<file path="config.mk">
export PLATFORM = sky130hd
export DESIGN_NAME = peak_meter_db_ballistics
export DESIGN_NICKNAME = d
export VERILOG_FILES = /design/src/design/pmdb_pkg.sv /design/src/design/pmdb_front.sv /design/src/design/pmdb_back.sv /design/src/design/peak_meter_db_ballistics.sv
export VERILOG_INCLUDE_DIRS = /design/src /design/src/design
export SDC_FILE = /design/constraint.sdc
export NUM_CORES = 2
export LEC_CHECK = 0
export ABC_AREA = 1
export BUFFER_PORTS_ARGS = -buffer_cell sky130_fd_sc_hd__buf_2
export CORE_ASPECT_RATIO = 0.6
export CORE_MARGIN = 1
export CORE_UTILIZATION = 34
export CTS_CLUSTER_SIZE = 40
export DETAILED_ROUTE_END_ITERATION = 8
export HOLD_SLACK_MARGIN = 0.02
export SYNTH_ARGS = -nofsm -noshare
export SYNTH_HDL_FRONTEND = slang
export SYNTH_SLANG_ARGS = --single-unit
</file>
<file path="constraint.sdc">
create_clock -name clk -period 10.9 [get_ports clk]
set_input_delay 1.09 -clock clk [delete_from_list [all_inputs] [get_ports clk]]
set_output_delay 1.09 -clock clk [all_outputs]
set_load 0.03 [all_outputs]
</file>
<file path="src/design/peak_meter_db_ballistics_defines.svh">
// assertion macros shared by the peak meter rtl
// expects clk and rst_n in the scope of each use
`ifndef PEAK_METER_DB_BALLISTICS_DEFINES_SVH
`define PEAK_METER_DB_BALLISTICS_DEFINES_SVH

// same-cycle implication, off during reset
`define PMDB_ASSERT_NOW(label, ante, cons, msg) \
  label: assert property (@(posedge clk) disable iff (!rst_n) (ante) |-> (cons)) \
    else $error(msg);

// next-cycle implication, off during reset
`define PMDB_ASSERT_NEXT(label, ante, cons, msg) \
  label: assert property (@(posedge clk) disable iff (!rst_n) (ante) |=> (cons)) \
    else $error(msg);

`endif

</file>
<file path="src/design/pmdb_pkg.sv">
// types, sizes and constants for the peak meter with db mapping and ballistics
// no dependencies
`default_nettype none

package pmdb_pkg;

  // capacity and log precision
  localparam int MAX_CHANNELS   = 32;
  localparam int LOG_TABLE_BITS = 8;
  localparam int NUM_BANKS      = 2;
  localparam int DEPTH          = NUM_BANKS * MAX_CHANNELS;
  localparam int IDX_W          = $clog2(DEPTH);
  localparam int ITER_W         = (LOG_TABLE_BITS > 1) ? $clog2(LOG_TABLE_BITS) : 1;

  // field widths
  localparam int CH_W    = 5;
  localparam int CNT_W   = 6;
  localparam int PEAK_W  = 32;
  localparam int LEVEL_W = 17;
  localparam int COEF_W  = 16;
  localparam int EXP_W   = 5;
  localparam int MANT_W  = PEAK_W - 1;       // q1.30 mantissa
  localparam int LG_W    = EXP_W + LOG_TABLE_BITS;

  // db slope 20*log10(2)/60 in q0.24
  localparam int SLOPE_W  = 21;
  localparam logic [SLOPE_W-1:0] DB_SLOPE = SLOPE_W'(1683482);
  localparam int DPROD_W    = LG_W + SLOPE_W;
  localparam int DROP_SHIFT = 8 + LOG_TABLE_BITS;
  localparam int DROP_W     = DPROD_W + 1 - DROP_SHIFT;
  localparam logic [DPROD_W:0] DROP_RND = (DPROD_W + 1)'(1) << (7 + LOG_TABLE_BITS);
  localparam logic [LG_W-1:0] LOG_FULL  = LG_W'(PEAK_W - 1) << LOG_TABLE_BITS;
  localparam logic [EXP_W-1:0] EXP_TOP  = EXP_W'(PEAK_W - 1);

  // ballistic step
  localparam int BPROD_W = LEVEL_W + COEF_W;
  localparam logic [BPROD_W:0] BAL_RND = (BPROD_W + 1)'(1) << (COEF_W - 1);
  localparam logic [LEVEL_W-1:0] FULL_LEVEL = LEVEL_W'(65536);

  // configuration registers
  localparam int CFG_IDX_W = 2;
  localparam logic [CFG_IDX_W-1:0] REG_ATTACK  = CFG_IDX_W'(0);
  localparam logic [CFG_IDX_W-1:0] REG_RELEASE = CFG_IDX_W'(1);
  localparam logic [COEF_W-1:0] ATTACK_RESET  = COEF_W'(43909);
  localparam logic [COEF_W-1:0] RELEASE_RESET = COEF_W'(17039);

  typedef struct packed {
    logic                bank;
    logic [CH_W-1:0]     channel;
    logic [CNT_W-1:0]    frame_channels;
    logic [PEAK_W-1:0]   peak;
  } pmdb_in_t;

  typedef struct packed {
    logic                out_bank;
    logic [CH_W-1:0]     out_channel;
    logic [LEVEL_W-1:0]  level;
  } pmdb_out_t;

  // normalized item queued between front and back
  typedef struct packed {
    logic                bank;
    logic [CH_W-1:0]     channel;
    logic [CNT_W-1:0]    frame_channels;
    logic                zero;
    logic [EXP_W-1:0]    exp;
    logic [MANT_W-1:0]   mant;
  } pmdb_job_t;

  typedef struct packed {
    logic [COEF_W-1:0] attack_coef;
    logic [COEF_W-1:0] release_coef;
  } pmdb_coef_t;

  typedef enum logic [2:0] {
    BS_IDLE,
    BS_SQ,
    BS_DROP,
    BS_DIFF,
    BS_MUL,
    BS_FIN
  } pmdb_bstate_t;

endpackage

`default_nettype wire

</file>
<file path="src/design/pmdb_front.sv">
// front end: normalizes the peak into exponent and mantissa and queues the job
// depends on pmdb_pkg
`default_nettype none

module pmdb_front (
  input  wire                 clk,
  input  wire                 rst_n,
  input  wire                 in_valid,
  output logic                in_ready,
  input  pmdb_pkg::pmdb_in_t  in_data,
  output logic                job_valid,
  input  wire                 job_pop,
  output pmdb_pkg::pmdb_job_t job
);

  pmdb_pkg::pmdb_job_t              norm;
  logic [pmdb_pkg::EXP_W-1:0]       msb;
  logic [pmdb_pkg::PEAK_W-1:0]      shifted;
  pmdb_pkg::pmdb_job_t              q_r [2];
  logic                             wr_ptr_r;
  logic                             rd_ptr_r;
  logic [1:0]                       cnt_r;
  logic                             push;

  // leading one position
  always_comb begin
    msb = '0;
    for (int i = 0; i < pmdb_pkg::PEAK_W; i++) begin
      if (in_data.peak[i]) msb = pmdb_pkg::EXP_W'(i);
    end
  end

  // mantissa with the leading one at the q1.30 integer bit
  assign shifted = in_data.peak << (pmdb_pkg::EXP_TOP - msb);

  always_comb begin
    norm.bank           = in_data.bank;
    norm.channel        = in_data.channel;
    norm.frame_channels = in_data.frame_channels;
    norm.zero           = (in_data.peak == '0);
    norm.exp            = msb;
    norm.mant           = shifted[pmdb_pkg::PEAK_W-1:1];
  end

  // two-entry job queue
  assign in_ready  = (cnt_r != 2'd2);
  assign push      = in_valid && in_ready;
  assign job_valid = (cnt_r != 2'd0);
  assign job       = q_r[rd_ptr_r];

  always_ff @(posedge clk) begin
    if (push) q_r[wr_ptr_r] <= norm;
  end

  always_ff @(posedge clk) begin
    if (!rst_n) begin
      wr_ptr_r <= 1'b0;
      rd_ptr_r <= 1'b0;
      cnt_r    <= 2'd0;
    end else begin
      if (push) wr_ptr_r <= ~wr_ptr_r;
      if (job_pop) rd_ptr_r <= ~rd_ptr_r;
      unique case ({push, job_pop})
        2'b10:   cnt_r <= cnt_r + 2'd1;
        2'b01:   cnt_r <= cnt_r - 2'd1;
        default: cnt_r <= cnt_r;
      endcase
    end
  end

endmodule

`default_nettype wire

</file>
<file path="src/design/pmdb_back.sv">
// back end: log2 by repeated squaring, db mapping, ballistics and level store
// depends on pmdb_pkg and the assertion macros
`default_nettype none
`include "peak_meter_db_ballistics_defines.svh"

module pmdb_back (
  input  wire                  clk,
  input  wire                  rst_n,
  input  wire                  job_valid,
  input  pmdb_pkg::pmdb_job_t  job,
  output logic                 job_pop,
  input  pmdb_pkg::pmdb_coef_t coef,
  output logic                 out_valid,
  input  wire                  out_ready,
  output pmdb_pkg::pmdb_out_t  out_data
);

  pmdb_pkg::pmdb_bstate_t state_r, state_nxt;

  // per-item working registers
  logic                              bank_r;
  logic [pmdb_pkg::CH_W-1:0]         channel_r;
  logic                              inside_r;
  logic [pmdb_pkg::IDX_W-1:0]        idx_r;
  logic                              zero_r;
  logic                              full_r;
  logic [pmdb_pkg::EXP_W-1:0]        exp_r;
  logic [pmdb_pkg::MANT_W-1:0]       mant_r;
  logic [pmdb_pkg::LOG_TABLE_BITS-1:0] frac_r;
  logic [pmdb_pkg::ITER_W-1:0]       iter_r;
  logic [pmdb_pkg::DPROD_W-1:0]      dprod_r;
  logic [pmdb_pkg::LEVEL_W-1:0]      tgt_r;
  logic [pmdb_pkg::LEVEL_W-1:0]      prev_r;
  logic [pmdb_pkg::LEVEL_W-1:0]      diff_r;
  logic                              up_r;
  logic [pmdb_pkg::BPROD_W-1:0]      bprod_r;

  // storage
  logic [pmdb_pkg::LEVEL_W-1:0]      level_mem [pmdb_pkg::DEPTH];
  logic [pmdb_pkg::LEVEL_W-1:0]      rd_data_r;
  logic [pmdb_pkg::DEPTH-1:0]        level_valid_r;
  logic [pmdb_pkg::CNT_W-1:0]        bank_count_r [pmdb_pkg::NUM_BANKS];

  logic                              out_valid_r;
  pmdb_pkg::pmdb_out_t               out_data_r;

  // control
  logic mem_we;
  logic out_load;
  logic last_iter;

  // combinational datapath
  logic                              pop_inside;
  logic [pmdb_pkg::IDX_W-1:0]        pop_ch;
  logic [pmdb_pkg::IDX_W-1:0]        pop_idx;
  logic                              pop_clear;
  logic [2*pmdb_pkg::MANT_W-1:0]     sq;
  logic [pmdb_pkg::LG_W-1:0]         lg;
  logic [pmdb_pkg::LG_W-1:0]         n_dist;
  logic [pmdb_pkg::DPROD_W:0]        dsum;
  logic [pmdb_pkg::DROP_W-1:0]       drop;
  logic [pmdb_pkg::LEVEL_W-1:0]      tgt;
  logic [pmdb_pkg::LEVEL_W-1:0]      prev;
  logic [pmdb_pkg::COEF_W-1:0]       coef_sel;
  logic [pmdb_pkg::BPROD_W:0]        bsum;
  logic [pmdb_pkg::LEVEL_W-1:0]      step;
  logic [pmdb_pkg::LEVEL_W-1:0]      level_nxt;

  // address of the incoming job
  assign pop_inside = (32'(job.channel) < 32'(pmdb_pkg::MAX_CHANNELS));
  assign pop_ch     = pop_inside ? pmdb_pkg::IDX_W'(job.channel) : '0;
  assign pop_idx    = job.bank ? (pmdb_pkg::IDX_W'(pmdb_pkg::MAX_CHANNELS) + pop_ch) : pop_ch;
  assign pop_clear  = (job.frame_channels != bank_count_r[job.bank]);

  // one squaring of the mantissa per cycle
  assign sq = (2*pmdb_pkg::MANT_W)'(mant_r) * (2*pmdb_pkg::MANT_W)'(mant_r);

  // distance below full scale in log2 units
  assign lg     = {exp_r, frac_r};
  assign n_dist = pmdb_pkg::LOG_FULL - lg;

  // target level from the scaled drop
  assign dsum = (pmdb_pkg::DPROD_W + 1)'(dprod_r) + pmdb_pkg::DROP_RND;
  assign drop = dsum[pmdb_pkg::DPROD_W:pmdb_pkg::DROP_SHIFT];

  always_comb begin
    if (zero_r) begin
      tgt = '0;
    end else if (full_r) begin
      tgt = pmdb_pkg::FULL_LEVEL;
    end else if (drop >= pmdb_pkg::DROP_W'(pmdb_pkg::FULL_LEVEL)) begin
      tgt = '0;
    end else begin
      tgt = pmdb_pkg::FULL_LEVEL - pmdb_pkg::LEVEL_W'(drop);
    end
  end

  // stored level, zero when the channel is out of range or the entry was cleared or never written
  assign prev = (inside_r && level_valid_r[idx_r]) ? rd_data_r : '0;

  // ballistic step
  assign coef_sel  = up_r ? coef.attack_coef : coef.release_coef;
  assign bsum      = (pmdb_pkg::BPROD_W + 1)'(bprod_r) + pmdb_pkg::BAL_RND;
  assign step      = pmdb_pkg::LEVEL_W'(bsum[pmdb_pkg::BPROD_W:pmdb_pkg::COEF_W]);
  assign level_nxt = up_r ? (prev_r + step) : (prev_r - step);

  assign last_iter = (iter_r == pmdb_pkg::ITER_W'(pmdb_pkg::LOG_TABLE_BITS - 1));

  // sequencer next state and strobes
  always_comb begin
    state_nxt = state_r;
    job_pop   = 1'b0;
    mem_we    = 1'b0;
    out_load  = 1'b0;
    unique case (state_r)
      pmdb_pkg::BS_IDLE: begin
        if (job_valid) begin
          job_pop   = 1'b1;
          state_nxt = pmdb_pkg::BS_SQ;
        end
      end
      pmdb_pkg::BS_SQ: begin
        if (last_iter) state_nxt = pmdb_pkg::BS_DROP;
      end
      pmdb_pkg::BS_DROP: state_nxt = pmdb_pkg::BS_DIFF;
      pmdb_pkg::BS_DIFF: state_nxt = pmdb_pkg::BS_MUL;
      pmdb_pkg::BS_MUL:  state_nxt = pmdb_pkg::BS_FIN;
      pmdb_pkg::BS_FIN: begin
        if (!out_valid_r || out_ready) begin
          out_load  = 1'b1;
          mem_we    = inside_r;
          state_nxt = pmdb_pkg::BS_IDLE;
        end
      end
      default: state_nxt = pmdb_pkg::BS_IDLE;
    endcase
  end

  // control state
  always_ff @(posedge clk) begin
    if (!rst_n) begin
      state_r         <= pmdb_pkg::BS_IDLE;
      out_valid_r     <= 1'b0;
      level_valid_r   <= '0;
      bank_count_r[0] <= '0;
      bank_count_r[1] <= '0;
    end else begin
      state_r <= state_nxt;
      if (out_load) out_valid_r <= 1'b1;
      else if (out_ready) out_valid_r <= 1'b0;
      // count change clears the bank's valid bits
      if (job_pop && pop_clear) begin
        bank_count_r[job.bank] <= job.frame_channels;
        for (int b = 0; b < pmdb_pkg::NUM_BANKS; b++) begin
          for (int i = 0; i < pmdb_pkg::MAX_CHANNELS; i++) begin
            if (job.bank == b[0]) level_valid_r[b*pmdb_pkg::MAX_CHANNELS + i] <= 1'b0;
          end
        end
      end
      if (mem_we) level_valid_r[idx_r] <= 1'b1;
    end
  end

  // datapath registers
  always_ff @(posedge clk) begin
    unique case (state_r)
      pmdb_pkg::BS_IDLE: begin
        if (job_pop) begin
          bank_r    <= job.bank;
          channel_r <= job.channel;
          inside_r  <= pop_inside;
          idx_r     <= pop_idx;
          zero_r    <= job.zero;
          exp_r     <= job.exp;
          mant_r    <= job.mant;
          frac_r    <= '0;
          iter_r    <= '0;
        end
      end
      pmdb_pkg::BS_SQ: begin
        iter_r <= iter_r + pmdb_pkg::ITER_W'(1);
        frac_r <= {frac_r[pmdb_pkg::LOG_TABLE_BITS-2:0], sq[2*pmdb_pkg::MANT_W-1]};
        if (sq[2*pmdb_pkg::MANT_W-1]) begin
          mant_r <= sq[2*pmdb_pkg::MANT_W-1:pmdb_pkg::MANT_W];
        end else begin
          mant_r <= sq[2*pmdb_pkg::MANT_W-2:pmdb_pkg::MANT_W-1];
        end
      end
      pmdb_pkg::BS_DROP: begin
        full_r  <= (exp_r == pmdb_pkg::EXP_TOP);
        dprod_r <= pmdb_pkg::DPROD_W'(n_dist) * pmdb_pkg::DPROD_W'(pmdb_pkg::DB_SLOPE);
      end
      pmdb_pkg::BS_DIFF: begin
        tgt_r  <= tgt;
        prev_r <= prev;
        up_r   <= (tgt > prev);
        diff_r <= (tgt > prev) ? (tgt - prev) : (prev - tgt);
      end
      pmdb_pkg::BS_MUL: begin
        bprod_r <= pmdb_pkg::BPROD_W'(diff_r) * pmdb_pkg::BPROD_W'(coef_sel);
      end
      pmdb_pkg::BS_FIN: begin
        if (out_load) begin
          out_data_r.out_bank    <= bank_r;
          out_data_r.out_channel <= channel_r;
          out_data_r.level       <= level_nxt;
        end
      end
      default: ;
    endcase
  end

  // level memory, one write and one registered read port
  always_ff @(posedge clk) begin
    if (mem_we) level_mem[idx_r] <= level_nxt;
    if (job_pop) rd_data_r <= level_mem[pop_idx];
  end

  assign out_valid = out_valid_r;
  assign out_data  = out_data_r;

  `PMDB_ASSERT_NEXT(a_fin_holds,
    (state_r == pmdb_pkg::BS_FIN) && out_valid_r && !out_ready,
    state_r == pmdb_pkg::BS_FIN,
    "result dropped while output register still full")
  `PMDB_ASSERT_NOW(a_step_bounded,
    state_r == pmdb_pkg::BS_FIN,
    up_r ? ((level_nxt >= prev_r) && (level_nxt <= tgt_r))
         : ((level_nxt <= prev_r) && (level_nxt >= tgt_r)),
    "ballistic step left the range between stored level and target")
  `PMDB_ASSERT_NOW(a_level_full,
    out_valid_r,
    out_data_r.level <= pmdb_pkg::FULL_LEVEL,
    "level above full scale")
  `PMDB_ASSERT_NEXT(a_sq_count,
    (state_r == pmdb_pkg::BS_SQ) && last_iter,
    state_r == pmdb_pkg::BS_DROP,
    "squaring loop ran past its bit count")

endmodule

`default_nettype wire

</file>
<file path="src/design/peak_meter_db_ballistics.sv">
// An input transfer enters the front queue; the back end then pops it, runs
// LOG_TABLE_BITS squarings, drop, compare, step and write, and raises out_valid.
// The back end works on one item at a time, set by its single squaring multiplier,
// and waits on out_ready in its last step; the front queue holds two items meanwhile.
// Reset (synchronous, active low): coefficients to their defaults, all levels read
// as zero through cleared valid bits, channel counts zero, queue and output empty.
`default_nettype none

module peak_meter_db_ballistics (
  input  wire                             clk,
  input  wire                             rst_n,
  input  wire                             in_valid,
  output logic                            in_ready,
  input  pmdb_pkg::pmdb_in_t              in_data,
  output logic                            out_valid,
  input  wire                             out_ready,
  output pmdb_pkg::pmdb_out_t             out_data,
  input  wire                             cfg_valid,
  output logic                            cfg_ready,
  input  wire [pmdb_pkg::CFG_IDX_W-1:0]   cfg_index,
  input  wire [pmdb_pkg::COEF_W-1:0]      cfg_data
);

  logic                         job_valid;
  logic                         job_pop;
  pmdb_pkg::pmdb_job_t          job;
  pmdb_pkg::pmdb_coef_t         coef;
  logic [pmdb_pkg::COEF_W-1:0]  attack_coef_r;
  logic [pmdb_pkg::COEF_W-1:0]  release_coef_r;

  // coefficient registers
  assign cfg_ready = 1'b1;

  always_ff @(posedge clk) begin
    if (!rst_n) begin
      attack_coef_r  <= pmdb_pkg::ATTACK_RESET;
      release_coef_r <= pmdb_pkg::RELEASE_RESET;
    end else if (cfg_valid) begin
      unique case (cfg_index)
        pmdb_pkg::REG_ATTACK:  attack_coef_r  <= cfg_data;
        pmdb_pkg::REG_RELEASE: release_coef_r <= cfg_data;
        default: ;
      endcase
    end
  end

  assign coef.attack_coef  = attack_coef_r;
  assign coef.release_coef = release_coef_r;

  pmdb_front u_front (
    .clk       (clk),
    .rst_n     (rst_n),
    .in_valid  (in_valid),
    .in_ready  (in_ready),
    .in_data   (in_data),
    .job_valid (job_valid),
    .job_pop   (job_pop),
    .job       (job)
  );

  pmdb_back u_back (
    .clk       (clk),
    .rst_n     (rst_n),
    .job_valid (job_valid),
    .job       (job),
    .job_pop   (job_pop),
    .coef      (coef),
    .out_valid (out_valid),
    .out_ready (out_ready),
    .out_data  (out_data)
  );

endmodule

`default_nettype wire
</file>
[Yosys cells after proc, flatten, opt, wreduce, memory -nomap -nowiden]
Memory sizes are Yosys's and may differ from the RTL's. A register that Yosys moved wholly into a read port is not among the register bits.
Index checks and enable logic that the tools add are counted.
Operators by class
  $add $sub $neg: 13
  $mul: 3
  $lt $le $gt $ge: 4
  equality and inequality tests: 16
  shift-type cells: 1
  mux-type cells: 141
  bitwise logic cells: 3
  reduce and logical (&&, ||, !) cells: 19
Operators with widths (number)
  two-way mux 64 bit: 3
  two-way mux 17 bit: 6
  two-way mux 1 bit: 85
  two-way mux 5 bit: 16
  bitwise OR 64 bit: 1
  multiplier 31 x 31 -> 62 bit: 1
  two-way mux 31 bit: 2
  case mux 31 bit (2 select lines): 1
  subtractor 17 bit: 3
  adder 34 x 16 -> 35 bit (second input constant): 1
  adder 33 x 16 -> 33 bit (second input constant): 1
  multiplier 13 x 20 -> 33 bit (second input constant): 1
  multiplier 17 x 16 -> 33 bit: 1
  logical NOT 32 bit: 1
  two-way mux 4 bit: 8
  << shifter 32 x 5 -> 32 bit: 1
  two-way mux 3 bit: 8
  greater-or-equal comparator 19 x 17 -> 1 bit (second input constant): 1
  case mux 3 bit (6 select lines): 1
  adder 17 bit: 1
  > comparator 17 bit: 1
  subtractor 17 bit (first input constant): 1
  two-way mux 16 bit: 1
  case mux 8 bit (2 select lines): 1
  34 further kinds: 53
Storage, ports and cells
  register bits: 289
  memory bits (writable): 1198
  output and inout bits: 26
  word-level logic and storage cells: 228
  memories kept: 3
Memory list
  u_back.level_mem: words 64, width 17, read ports 1, clocked after memory_dff 1, write ports 1, line pmdb_back.sv:39  | logic [pmdb_pkg::LEVEL_W-1:0] level_mem [pmdb_pkg::DEPTH];
  u_front.q_r: words 2, width 49, read ports 1, clocked after memory_dff 1, write ports 1, line pmdb_front.sv:19  | pmdb_pkg::pmdb_job_t q_r [2];
  u_back.bank_count_r: words 2, width 6, read ports 1, clocked after memory_dff 0, write ports 2, line pmdb_back.sv:42  | logic [pmdb_pkg::CNT_W-1:0] bank_count_r [pmdb_pkg::NUM_BANKS];

[Longest topological paths before layout]
  depth in word-level cells: 33
  mapped depth: 39
  gate-level depth less buffers: 39

[Modules after synthesis]
From an unflattened synthesis, not the netlist that was laid out.
Second synthesis, totals
  cells, all modules: 10976
  area total of the unflattened synthesis: 105491.2 sq um
Modules (own cells, without submodules)
  pmdb_back: times used 1, cells each 10148, area an instance 98139.1 sq um, sequential area each 39407.8 sq um
  pmdb_front: times used 1, cells each 648, area an instance 5915.7 sq um, sequential area each 3042.9 sq um
  peak_meter_db_ballistics: times used 1, cells each 180, area an instance 1436.4 sq um, sequential area each 640.6 sq um

[Worst setup path before layout]
No wires, ideal clock.
  path type: register to register
  start: register u_back.mant_r[5] (netlist bit)
  end: register u_back.mant_r[16] (netlist bit), data pin
  arrival: 7.542 ns
  required time: 10.765 ns
  path slack: 3.223 ns
  stages on the path, launching flop included: 38
  path buffers: 3
  period minus slack after synthesis: 7.677 ns
  cells stage by stage: edfxtp_1 -> clkbuf_1 -> clkbuf_1 -> nand2_1 -> fa_1 -> inv_1 -> fa_1 -> fa_1 -> inv_1 -> fa_1 -> inv_1 -> fa_1 -> inv_1 -> fa_1 -> inv_1 -> fa_1 -> fa_1 -> ha_1 -> (+2 left out) -> inv_1 -> o221ai_1 -> nand3_1 -> o211ai_1 -> a21oi_1 -> inv_1 -> nand3_2 -> nand3_2 -> nand2_1 -> nand2_1 -> a21o_1 -> a21o_4 -> xor2_2 -> nand2_2 -> inv_2 -> buf_6 -> nand2_1 -> nand3_1
Between the ends
  word-level cells in the longest chain between the ends: 3
RTL lines
  start, declared: line pmdb_back.sv:28  | logic [pmdb_pkg::MANT_W-1:0] mant_r;
  start signal, assigned: line pmdb_back.sv:175  | mant_r <= job.mant;
  start signal, assigned: line pmdb_back.sv:184  | mant_r <= sq[2*pmdb_pkg::MANT_W-1:pmdb_pkg::MANT_W];
  start signal, assigned: line pmdb_back.sv:186  | mant_r <= sq[2*pmdb_pkg::MANT_W-2:pmdb_pkg::MANT_W-1];
  multiplier 31 x 31 -> 62 bit: line pmdb_back.sv:76  | assign sq = (2*pmdb_pkg::MANT_W)'(mant_r) * (2*pmdb_pkg::MANT_W)'(mant_r);
  two-way mux 31 bit: line pmdb_back.sv:183  | if (sq[2*pmdb_pkg::MANT_W-1]) begin
  case mux 31 bit (2 select lines): line pmdb_back.sv:166  | unique case (state_r)
Every way passes these cells.
A chain may end at the register's enable or synchronous reset.

[Worst setup path in the final report]
  start: register u_back.mant_r[6] (netlist bit)
  end: register u_back.mant_r[12] (netlist bit), data pin
The elaborated chain is that of the path after synthesis.

==> metrics.log <==
[metrics] netlist area before placement: 101000 um^2
[metrics] CP delay by family, top: adder cells
[metrics] number of enable flip-flop cells after synthesis: 1365
[metrics] startpoint-to-endpoint class of the critical path: flip-flop to flip-flop
[metrics] final cell count without fillers: 13800
[metrics] drt wl/cell: roughly 21 um
[metrics] Net count, final: between 10000 and 15000
[metrics] global-route wire length before repair: around 440000 um
[metrics] IO buf count: 91
[metrics] effective utilization at floorplan: between 30% and 40%
[metrics] Die Span X: 705 um
[metrics] CP max FO: 20
[metrics] max-capacitance violation count: 0
[metrics] layout cell share with drive strength beyond 1: 6.75%
[metrics] Post-Place Cells: 13600
[metrics] Setup-failing EPs final: 0
[metrics] GRT Residual Overflow: 0
[metrics] maximum clock insertion buffer count: 4
[metrics] pin count of the biggest net entering global routing: 152
[metrics] master cell of the clock root buffer: sky130_fd_sc_hd__clkbuf_16
[metrics] number of cells produced by synthesis: 9838
[metrics] f_max: 0.109 GHz
[metrics] top-level port count: 93
[metrics] routed via count divided by cell count: between 5 and 6
[metrics] Post-Synthesis Net Count: 11400
[metrics] CP required: roughly 12 ns
[metrics] final number of max-transition violations: 0
[metrics] height of the die: 424 um
[metrics] total global-route track usage: roughly a fifth
[metrics] setup repair after global routing missed its margin: false
[metrics] most common cell after layout, fill and taps aside: sky130_fd_sc_hd__inv_1
[metrics] wire length after detailed routing: 292000 um
[metrics] Seq cells post-synth: 1470
[metrics] hold_sp: in_data[42]
[metrics] Residual DRC: 0
[metrics] total half-perimeter wirelength after legalization and detailed placement: approximately 200000 um
[metrics] number of hold-slack violations in the final timing report: 0
[metrics] total clock buffers created by CTS: 155
[metrics] share of synthesized registers carrying an async set or reset: 0%
[metrics] crit-path most repeated cell: sky130_fd_sc_hd__fa_1
[metrics] Pre-antenna DRT Iters: 8
[metrics] share of the clock period used by the worst path: 83.9%
[metrics] Netlist cell types: 69
[metrics] count of buffers added by post-CTS timing repair for setup: 0
[metrics] number of nets with antenna violations after detailed routing: 0
[metrics] count of clock tree sinks: 1470
[metrics] vias: 70200
[metrics] Total Die Area: 299000 um^2
[metrics] final weighted congestion in routability-driven placement: between 0.9 and 1
[metrics] cell row count: 154
[metrics] Total Negative Setup Slacks: 0 ns
[metrics] hold buffer count at cts: 0
[metrics] number of global-route vias before repair: approximately 69000
[metrics] CTS tree: built
[metrics] Clock Latency Late Sink: 0.85 ns
[metrics] clk_skew: 0.0969 ns
[metrics] run status: complete, no violations
[metrics] post_cts resized: 0
[metrics] detailed router's first-iteration violation count: 7746
[metrics] area growth from synthesis to layout: 10.3%
[metrics] min cycle time layout: just over 9 ns
[metrics] clock-pin slew reported for the worst setup and hold paths after clock tree synthesis: 0.07 ns
[metrics] capturing element type of the critical path: flip-flop
[metrics] start of the worst register-to-register path: u_back.mant_r[6]
[metrics] H-tree depth reported by CTS: 4
[metrics] class of the tightest hold or removal check: primary input to flip-flop
[metrics] Setup crit start kind: flip-flop
[metrics] crit path from: u_back.mant_r[6]
[metrics] Max transition margin: 4.73%
[metrics] portion of the post-synthesis area used by sequential elements: 42.7%
[metrics] most frequently used flop master after synthesis: sky130_fd_sc_hd__edfxtp_1
[metrics] warnings from Yosys: 0
[metrics] arrival time at the worst endpoint: between 9 and 10 ns
[metrics] core area: about 290000 um^2
[metrics] combined buffer and inverter count along the critical path: 7
[metrics] Worst path max stage delay: 1.08 ns
[metrics] initial antenna violation count: 9
[metrics] transition time at the pin with the least slew margin: 1.43 ns
[metrics] critical path's slowest cell: sky130_fd_sc_hd__edfxtp_1
[metrics] average cell area after synthesis: 10.3 um^2
[metrics] most frequent cells in the layout: 1759 x sky130_fd_sc_hd__inv_1, 1415 x sky130_fd_sc_hd__nand2_1, 1365 x sky130_fd_sc_hd__edfxtp_1
==> worst reg2reg max path, delay by kind of cell (launching register included) <==
family          cells  cell delay (ns)
buf+inv             7             1.05
flops               1             1.08
xor+xnor            1             0.34
compound gates      7             1.25
simple gates        7             0.80
fa+ha+maj           9             4.46
==> synth_stat cells, drive strengths merged (105+ instances only) <==
cell type | instances | area (um^2)
inv | 1769 | 6640
nand2 | 1423 | 5360
edfxtp | 1365 | 41000
fa | 1010 | 20200
nor2 | 980 | 3680
o21ai | 704 | 3530
ha | 532 | 6660
clkbuf | 407 | 1530
nand3 | 379 | 1910
a21oi | 218 | 1100
o211ai | 159 | 1190
o22ai | 148 | 926
o221ai | 144 | 1260
xor2 | 139 | 1220
dfxtp | 105 | 2100
==> logic make-up after synthesis <==
family	count (synthesis)	synth area share (%)
AOI/OAI and AO/OA	1488	8.84
xor gates and xnor gates	197	1.74
adders and majority gates	1542	26.6
buffers and inverters	2219	8.30
DFF	1470	42.7
muxes	12	0.119
other	1	0.00372
and+or+nand+nor	2909	11.6
==> metal layers <==
metal	GRT usage, %	vias up	share of wire, %
li1	-	32200	-
met1	30.2	34600	47
met2	26.5	3099	39
met3	5.15	324	11
met4	3.77	0	1.9
met5	0	-	0
==> state kept, by name (all words and copies together), names as in the netlist, 2 cells and up, named ones only <==
register / cells
u_back.frac_r: 8
u_back.mant_r: 31
attack_coef_r: 16
u_back.iter_r: 3
u_back.bprod_r: 18
u_back.exp_r: 5
u_back.prev_r: 17
u_back.level_mem: 1088
u_back.state_r: 3
release_coef_r: 16
u_back.idx_r: 6
u_back.bank_count_r: 12
u_front.cnt_r: 2
u_back.out_data: 23
u_back.level_valid_r: 64
u_back.diff_r: 17
u_back.dprod_r: 19
u_back.rd_data_r: 17
u_front.q_r: 98
==> through the flow <==
step	worst slack (ns)	instance area, um^2	hold slack [ns]	util [%]
after floorplan	3.22	101000	0.421	-
after global placement	1.95	106000	0.433	36.2
after detailed placement	1.95	106000	0.437	36.2
after global routing	1.38	111000	0.404	37.8
after CTS	1.89	111000	0.383	37.8
final	1.76	111000	0.430	37.8
==> path summary, 6_finish.rpt <==
path | end | slack [ns] | cells past startpoint
max reg2reg | u_back.mant_r[12] | 1.76 | 31
min reg2reg | release_coef_r[2] | 0.45 | 2
max | u_back.mant_r[12] | 1.76 | 31
min | u_front.q_r[1][47] | 0.43 | 1
==> cell type report <==
class,count,area [um^2]
multi-input combinational,6149,49900
sequential,1470,43100
inverter,1781,6700
fill,28900,183000
tap,3900,4880
clock buffer,195,4090
antenna,6,15.0
clock inverter,72,644
timing repair buffer,276,1870
Power is left out: the tool's default activity adds up to more than one toggle a clock period on the data nets, which glitch-free logic cannot reach.
